## src/hw/rtl/dnsmt_pkg.sv

```systemverilog
// Shared types and constants for the DNS response minimum-TTL scanner.
package dnsmt_pkg;

  localparam logic [7:0]  PTR_MASK  = 8'hC0;
  localparam logic [15:0] OPT_TYPE  = 16'd41;
  localparam logic [3:0]  HDR_LAST  = 4'd11;
  localparam logic [3:0]  FIXED_LAST = 4'd9;
  localparam logic [15:0] QTAIL_LEN = 16'd4;
  localparam logic [31:0] TTL_NONE  = 32'hFFFF_FFFF;

  localparam logic [2:0] ST_COMPLETE  = 3'd0;
  localparam logic [2:0] ST_SHORT_HDR = 3'd1;
  localparam logic [2:0] ST_NO_REC    = 3'd2;
  localparam logic [2:0] ST_Q_FAULT   = 3'd3;
  localparam logic [2:0] ST_TRUNC     = 3'd4;

  typedef enum logic [10:0] {
    PH_HDR    = 11'b000_0000_0001,
    PH_NOREC  = 11'b000_0000_0010,
    PH_QNAME  = 11'b000_0000_0100,
    PH_QLABEL = 11'b000_0000_1000,
    PH_QTAIL  = 11'b000_0001_0000,
    PH_RNAME  = 11'b000_0010_0000,
    PH_RLABEL = 11'b000_0100_0000,
    PH_RPTR2  = 11'b000_1000_0000,
    PH_RFIXED = 11'b001_0000_0000,
    PH_RDATA  = 11'b010_0000_0000,
    PH_DONE   = 11'b100_0000_0000
  } phase_t;

  typedef struct packed {
    logic [31:0] least_ttl;
    logic        cacheable;
    logic [2:0]  parse_status;
  } result_t;

endpackage

```

## src/hw/rtl/dns_response_min_ttl_scan_top.sv

```systemverilog
// Top level of the DNS response minimum-TTL scanner.
//
//   Channel | Direction | Word contents
//   in_     | input     | one response byte, tlast on the final byte
//   out_    | output    | least TTL, cacheable flag and status, one per response
//
// One byte is accepted per cycle when not stalled; each updates the parse state when taken.
// The result word appears in the output register in the cycle after the final byte is taken.
// The input stalls only while a result word waits in the output register and out_tready is low.
// Reset is synchronous and active low; it returns the parser to the header of a new response.
module dns_response_min_ttl_scan_top
  import dnsmt_pkg::*;
(
  input  logic        clk,
  input  logic        rst_n,
  input  logic        in_tvalid,
  output logic        in_tready,
  input  logic [7:0]  in_tdata,   // [7:0] msg_byte
  input  logic        in_tlast,   // last_byte
  output logic        out_tvalid,
  input  logic        out_tready,
  output logic [39:0] out_tdata   // [31:0] least_ttl, [32] cacheable, [35:33] parse_status
);

  logic    take;
  logic    res_valid;
  result_t res;
  result_t out_res;

  assign take = in_tvalid && in_tready;

  dnsmt_parser u_parser (
    .clk       (clk),
    .rst_n     (rst_n),
    .take      (take),
    .msg_byte  (in_tdata),
    .last_byte (in_tlast),
    .res_valid (res_valid),
    .res       (res)
  );

  dnsmt_out_reg u_out_reg (
    .clk       (clk),
    .rst_n     (rst_n),
    .load      (res_valid),
    .load_data (res),
    .can_take  (in_tready),
    .out_valid (out_tvalid),
    .out_ready (out_tready),
    .out_data  (out_res)
  );

  assign out_tdata = {4'd0, out_res.parse_status, out_res.cacheable, out_res.least_ttl};

endmodule

```

## src/hw/rtl/dnsmt_parser.sv

```systemverilog
// Byte-wise parse state and minimum-TTL tracking for one DNS response.
module dnsmt_parser
  import dnsmt_pkg::*;
(
  input  logic        clk,
  input  logic        rst_n,
  input  logic        take,
  input  logic [7:0]  msg_byte,
  input  logic        last_byte,
  output logic        res_valid,
  output result_t     res
);

  phase_t      phase_r, phase_nxt, ph_t;
  logic [3:0]  hpos_r, hpos_nxt, hpos_t;
  logic [15:0] qleft_r, qleft_nxt, qleft_t;
  logic [15:0] rleft_r, rleft_nxt, rleft_t;
  logic [15:0] skip_r, skip_nxt, skip_t;
  logic [3:0]  fpos_r, fpos_nxt, fpos_t;
  logic [31:0] gw_r, gw_nxt, gw_t;
  logic [15:0] kind_r, kind_nxt, kind_t;
  logic [31:0] rmin_r, rmin_nxt, rmin_t;
  logic [2:0]  status;
  logic [31:0] ttl;

  always_comb begin
    ph_t    = phase_r;
    hpos_t  = hpos_r;
    qleft_t = qleft_r;
    rleft_t = rleft_r;
    skip_t  = skip_r;
    fpos_t  = fpos_r;
    gw_t    = gw_r;
    kind_t  = kind_r;
    rmin_t  = rmin_r;
    unique case (phase_r)
      PH_HDR: begin
        gw_t = {gw_r[23:0], msg_byte};
        if (hpos_r == 4'd5) begin
          qleft_t = gw_t[15:0];
        end else if (hpos_r == 4'd7 || hpos_r == 4'd9 || hpos_r == HDR_LAST) begin
          rleft_t = rleft_r + gw_t[15:0];
        end
        if (hpos_r == HDR_LAST) begin
          if (rleft_t == 16'd0) ph_t = PH_NOREC;
          else if (qleft_t == 16'd0) ph_t = PH_RNAME;
          else ph_t = PH_QNAME;
        end
        hpos_t = hpos_r + 4'd1;
      end
      PH_QNAME: begin
        if ((msg_byte & PTR_MASK) == PTR_MASK) begin
          skip_t = QTAIL_LEN + 16'd1;
          ph_t   = PH_QTAIL;
        end else if (msg_byte == 8'd0) begin
          skip_t = QTAIL_LEN;
          ph_t   = PH_QTAIL;
        end else begin
          skip_t = {8'd0, msg_byte};
          ph_t   = PH_QLABEL;
        end
      end
      PH_QLABEL: begin
        skip_t = skip_r - 16'd1;
        if (skip_t == 16'd0) ph_t = PH_QNAME;
      end
      PH_QTAIL: begin
        skip_t = skip_r - 16'd1;
        if (skip_t == 16'd0) begin
          qleft_t = qleft_r - 16'd1;
          ph_t    = (qleft_t == 16'd0) ? PH_RNAME : PH_QNAME;
        end
      end
      PH_RNAME: begin
        if ((msg_byte & PTR_MASK) == PTR_MASK) begin
          ph_t = PH_RPTR2;
        end else if (msg_byte == 8'd0) begin
          fpos_t = 4'd0;
          ph_t   = PH_RFIXED;
        end else begin
          skip_t = {8'd0, msg_byte};
          ph_t   = PH_RLABEL;
        end
      end
      PH_RLABEL: begin
        skip_t = skip_r - 16'd1;
        if (skip_t == 16'd0) ph_t = PH_RNAME;
      end
      PH_RPTR2: begin
        fpos_t = 4'd0;
        ph_t   = PH_RFIXED;
      end
      PH_RFIXED: begin
        if (fpos_r < 4'd2) begin
          kind_t = {kind_r[7:0], msg_byte};
        end else if (fpos_r >= 4'd4 && fpos_r < 4'd8) begin
          gw_t = {gw_r[23:0], msg_byte};
        end else if (fpos_r >= 4'd8) begin
          skip_t = {skip_r[7:0], msg_byte};
        end
        if (fpos_r == FIXED_LAST) begin
          if (kind_t != OPT_TYPE && gw_t < rmin_r) rmin_t = gw_t;
          if (skip_t == 16'd0) begin
            rleft_t = rleft_r - 16'd1;
            ph_t    = (rleft_t == 16'd0) ? PH_DONE : PH_RNAME;
          end else begin
            ph_t = PH_RDATA;
          end
        end
        fpos_t = fpos_r + 4'd1;
      end
      PH_RDATA: begin
        skip_t = skip_r - 16'd1;
        if (skip_t == 16'd0) begin
          rleft_t = rleft_r - 16'd1;
          ph_t    = (rleft_t == 16'd0) ? PH_DONE : PH_RNAME;
        end
      end
      PH_NOREC, PH_DONE: begin
      end
      default: begin
      end
    endcase
  end

  always_comb begin
    unique case (ph_t)
      PH_HDR:                            status = ST_SHORT_HDR;
      PH_NOREC:                          status = ST_NO_REC;
      PH_QNAME, PH_QLABEL, PH_QTAIL:     status = ST_Q_FAULT;
      PH_RNAME, PH_RLABEL, PH_RPTR2,
      PH_RFIXED, PH_RDATA:               status = ST_TRUNC;
      default:                           status = ST_COMPLETE;
    endcase
    if (status == ST_COMPLETE || status == ST_TRUNC) begin
      ttl = (rmin_t == TTL_NONE) ? 32'd0 : rmin_t;
    end else begin
      ttl = 32'd0;
    end
  end

  assign res_valid        = take & last_byte;
  assign res.least_ttl    = ttl;
  assign res.cacheable    = (ttl != 32'd0);
  assign res.parse_status = status;

  always_comb begin
    phase_nxt = phase_r;
    hpos_nxt  = hpos_r;
    qleft_nxt = qleft_r;
    rleft_nxt = rleft_r;
    skip_nxt  = skip_r;
    fpos_nxt  = fpos_r;
    gw_nxt    = gw_r;
    kind_nxt  = kind_r;
    rmin_nxt  = rmin_r;
    if (take) begin
      if (last_byte) begin
        phase_nxt = PH_HDR;
        hpos_nxt  = 4'd0;
        qleft_nxt = 16'd0;
        rleft_nxt = 16'd0;
        skip_nxt  = 16'd0;
        fpos_nxt  = 4'd0;
        gw_nxt    = 32'd0;
        kind_nxt  = 16'd0;
        rmin_nxt  = TTL_NONE;
      end else begin
        phase_nxt = ph_t;
        hpos_nxt  = hpos_t;
        qleft_nxt = qleft_t;
        rleft_nxt = rleft_t;
        skip_nxt  = skip_t;
        fpos_nxt  = fpos_t;
        gw_nxt    = gw_t;
        kind_nxt  = kind_t;
        rmin_nxt  = rmin_t;
      end
    end
  end

  always_ff @(posedge clk) begin
    if (!rst_n) begin
      phase_r <= PH_HDR;
      hpos_r  <= 4'd0;
      qleft_r <= 16'd0;
      rleft_r <= 16'd0;
      skip_r  <= 16'd0;
      fpos_r  <= 4'd0;
      gw_r    <= 32'd0;
      kind_r  <= 16'd0;
      rmin_r  <= TTL_NONE;
    end else begin
      phase_r <= phase_nxt;
      hpos_r  <= hpos_nxt;
      qleft_r <= qleft_nxt;
      rleft_r <= rleft_nxt;
      skip_r  <= skip_nxt;
      fpos_r  <= fpos_nxt;
      gw_r    <= gw_nxt;
      kind_r  <= kind_nxt;
      rmin_r  <= rmin_nxt;
    end
  end

endmodule

```

## src/hw/rtl/dnsmt_out_reg.sv

```systemverilog
// Result register that holds one word until the downstream side takes it.
module dnsmt_out_reg
  import dnsmt_pkg::*;
(
  input  logic    clk,
  input  logic    rst_n,
  input  logic    load,
  input  result_t load_data,
  output logic    can_take,
  output logic    out_valid,
  input  logic    out_ready,
  output result_t out_data
);

  logic    valid_r, valid_nxt;
  result_t data_r, data_nxt;

  assign can_take = !valid_r || out_ready;

  always_comb begin
    valid_nxt = valid_r;
    data_nxt  = data_r;
    if (out_ready) valid_nxt = 1'b0;
    if (load) begin
      valid_nxt = 1'b1;
      data_nxt  = load_data;
    end
  end

  always_ff @(posedge clk) begin
    if (!rst_n) begin
      valid_r <= 1'b0;
    end else begin
      valid_r <= valid_nxt;
    end
  end

  always_ff @(posedge clk) begin
    data_r <= data_nxt;
  end

  assign out_valid = valid_r;
  assign out_data  = data_r;

endmodule

```

## config.mk

```make
export PLATFORM = sky130hd
export DESIGN_NAME = dns_response_min_ttl_scan_top
export DESIGN_NICKNAME = d
export VERILOG_FILES = /design/src/hw/rtl/dnsmt_pkg.sv /design/src/hw/rtl/dns_response_min_ttl_scan_top.sv /design/src/hw/rtl/dnsmt_parser.sv /design/src/hw/rtl/dnsmt_out_reg.sv
export SDC_FILE = /design/constraint.sdc
export NUM_CORES = 1
export LEC_CHECK = 0
export BUFFER_PORTS_ARGS = -buffer_cell sky130_fd_sc_hd__buf_2
export CAP_MARGIN = 5
export CORE_AREA = 4 4 153 155
export CTS_CLUSTER_SIZE = 25
export DETAILED_ROUTE_END_ITERATION = 16
export DIE_AREA = 0 0 157 159
export GPL_TIMING_DRIVEN = 0
export PLACE_DENSITY_LB_ADDON = 0.3
export SYNTH_ARGS = -nofsm -noshare
export SYNTH_HDL_FRONTEND = slang
export SYNTH_HIERARCHICAL = 1
export SYNTH_SLANG_ARGS = --single-unit
export TNS_END_PERCENT = 50
```

## constraint.sdc

```tcl
create_clock -name clk -period 5.07 [get_ports clk]
set_input_delay 0.507 -clock clk [delete_from_list [all_inputs] [get_ports clk]]
set_output_delay 0.507 -clock clk [all_outputs]
set_load 0.02 [all_outputs]
```

==> metrics <==
utilization after layout 0.6842; fmax 198.6 MHz; synthesized netlist cell count 1739; FP Rows 54; Die Wd 157 um; slowest cell on the critical path mux2i_2; Worst Max-Slew Pin Slew 0.9758 ns; final setup violating endpoints 0; Hold-fix buffers, CTS 0; DR vias 14260; commonest non-fill, non-tap cell in the layout nor2_1; mux cell area share after synthesis 0.02509; # IOs 55; overall routing resource usage 0.3449; root buf cell clkbuf_16; IO Port Bufs 50; Post-Synthesis Cell Area 13620 um^2; Min Hold Slack 0.3477 ns; Via density 6.771; total chip power 3.140 mW; Clock Skew 0.01559 ns; number of flops mapped to enable cells by yosys 36; slowest stage delay, CP 0.54 ns; DRT Pass-1 Iters 6; Sink Count 184; core area 21820 um^2; Leak 6.387 nW; Worst Path Buf+Inv 3; Worst Path Max Fanout 19; routed length per instance 21.11 um; GRT overflow 0; Setup crit end kind flop; post-synthesis compound-gate area fraction 0.2525; DRT Wirelength 44.46 mm; synthesis-to-layout area growth 9.667%; number of buffers created by CTS 17; Worst-path clk slew 0.08 ns; clock latency on the worst-skew pair 0.44 ns; total die area 24960 um^2; initial DRC count 1863; TritonCTS clock tree done; family with the most delay on the worst path compound AO/OA/AOI/OAI gates; most frequent cells in the layout 168 x nor2_1, 151 x a21oi_1, 147 x dfxtp_1; Initial Util 0.6239; CTS max path bufs 2; number of synthesized register bits 184; multi-input logic area 8756 um^2; post-synthesis simple-gate area fraction 0.2913; fin crit period 5.035 ns; Ant. Diodes 0; ys async rst share 0; synthesis warning total 6; Synth Area in XOR/XNOR 0.01480; Hold Path Class input pin to flop; htree depth 4; crit path kind flop to flop; Synth Area in Adders 0.05385; Data arrival, critical path 5.24 ns; die span in y 159 um; antenna violations before repair 0; DRC Markers 0; largest family of logic cells by synthesized area simple AND/OR/NAND/NOR gates; MaxCap Viol Count 0; share of cells above drive strength 1 0.1051; FF/Latch Area 4045 um^2; pwr/cell area 210.3 nW/um^2; synth unique cells 95; Placement Cell Area 14230 um^2; Top FF cell, synth dfxtp_1; Cell Chain, Critical Path nor2b_2 -> buf_4 -> mux2i_2 -> inv_1 -> ha_1 -> a21o_1 -> a221o_1 -> a221oi_1 -> o21ai_0 -> a21oi_2 -> o21ai_0 -> a211oi_2 -> buf_4 -> mux2i_4 -> nand2b_1 -> and3b_1; ANT nets after route 0; max-slew violations 0; fin crit share 0.9932; RePlAce Congestion 0.9966; pin count of the biggest net entering global routing 38; post-synthesis sequential area ratio 0.2970; unrepaired setup endpoints after global routing no; max_slew headroom 0.3445; Worst setup SP type flop; vias in the first global route 13280; hpwl dp 32.70 mm; Fin Setup TNS 0 ns; final instance area 14930 um^2; Mean Syn Cell Area 7.830 um^2; first-pass GRT wire length 69.81 mm; fin nets 1884; Peak VDD IR 234.2 uV; Final Hold Fails 0; CP required 5.28 ns; status completed; filler instances 1879
==> metrics by stage <==
stage | cells | setup slack, ns
finish | 2106 | 0.03462
global placement | 2072 | -1.241
global route | 2106 | 0.01590
floorplan | 1742 | 0.4661
detailed placement | 2072 | -1.484
CTS | 2108 | 0.02073
==> metal layers <==
metal | global-route usage | share of wire | vias up
li1 | - | - | 6568
met1 | 0.4285 | 0.38 | 6652
met2 | 0.5494 | 0.45 | 813
met3 | 0.05735 | 0.088 | 226
met4 | 0.2237 | 0.077 | 0
met5 | 0 | 0 | -
==> cells in the mapped netlist, types with 6 or more instances <==
master     instances  share of area
nand3b_1          11         0.0061
edfxtp_1          36          0.079
or4_1              8         0.0044
or3_1             14         0.0064
o31ai_1            9         0.0050
a211oi_1          16         0.0088
and2_1            17         0.0078
xor2_1             9         0.0058
inv_1             89          0.025
a311oi_1          10         0.0064
nor2_1           168          0.046
nor3b_1            9         0.0050
nor2b_1           88          0.040
nor3b_2           29          0.027
and3_1            12         0.0055
nand3_1           27         0.0099
or2_2              6         0.0028
a31oi_1           10         0.0046
o21ai_0           70          0.026
nand4b_1           7         0.0045
a21o_1            16         0.0088
nor4_1            47          0.022
nor3_1            54          0.020
a22oi_1           28          0.015
buf_1              7         0.0019
ha_1              57          0.052
o22ai_1            8         0.0037
nand2b_1          13         0.0060
nand4_1           38          0.017
a2111oi_0         37          0.024
o21a_1            11         0.0061
a21boi_0          25          0.014
nor4b_1            6         0.0039
xnor2_1           14         0.0090
dfxtp_1          148           0.22
a21oi_1          152          0.056
o221a_2           10         0.0083
o211ai_1          41          0.023
clkbuf_1         113          0.031
mux2i_1           33          0.024
nand2_1          129          0.036
==> layout make-up <==
class,count,share of cell area
well taps,280,0.02346
plain buffers,131,0.03746
multi-input cells,1336,0.5864
flip-flops and latches,184,0.2709
repair buffers,54,0.01877
clock inverters,14,0.01190
inverters,89,0.02237
clock buffers,18,0.02874
==> tightest hold or removal path, delay by kind of cell <==
family                 cells  cell delay (ns)
buffers and inverters      1             0.08
and+or+nand+nor            1             0.12
AOI/OAI and AO/OA          1             0.05
==> what timing repair did <==
item,4_1_cts,5_1_grt
pin swaps,3,0
buffers inserted,4,0
endpoints found under the setup margin,65,68
gates resized for setup,17,11
==> power by group <==
| group | internal (mW) | switching (mW) |
|---|---|---|
| clock | 0.712 | 0.666 |
| combinational | 0.0667 | 0.180 |
| sequential | 1.50 | 0.0135 |
==> cells by family (layout without fill, tap and decap cells) <==
logic type | Yosys count | after routing
other | 1 | 4
XOR/XNOR | 23 | 23
flip-flops | 184 | 184
AO/OA/AOI/OAI | 505 | 505
adder cells (fa/ha/maj) | 58 | 58
buffers and inverters | 222 | 306
multiplexers | 34 | 34
AND/OR/NAND/NOR | 712 | 712
==> final timing paths <==
kind / startpoint / end / slack [ns] / depth (start not counted)
worst max-delay path: u_parser/fpos_r[2] / u_out_reg/out_data[3] / 0.03 / 16
worst min-delay path: out_tready / u_out_reg/out_valid / 0.35 / 3
worst min register to register: u_out_reg/out_valid / u_out_reg/out_valid / 0.50 / 2
worst max register to register: u_parser/fpos_r[2] / u_out_reg/out_data[3] / 0.03 / 16
==> flip-flops by register name, summed over array words and instances (netlist names), 11 cells and up <==
signal,cells
u_parser/rmin_r,32
u_out_reg/out_data,36
u_parser/qleft_r,16
u_parser/gw_r,32
u_parser/rleft_r,16
u_parser/kind_r,16
u_parser/skip_r,16
u_parser/phase_r,11
Power figures use the tool's default switching activity.
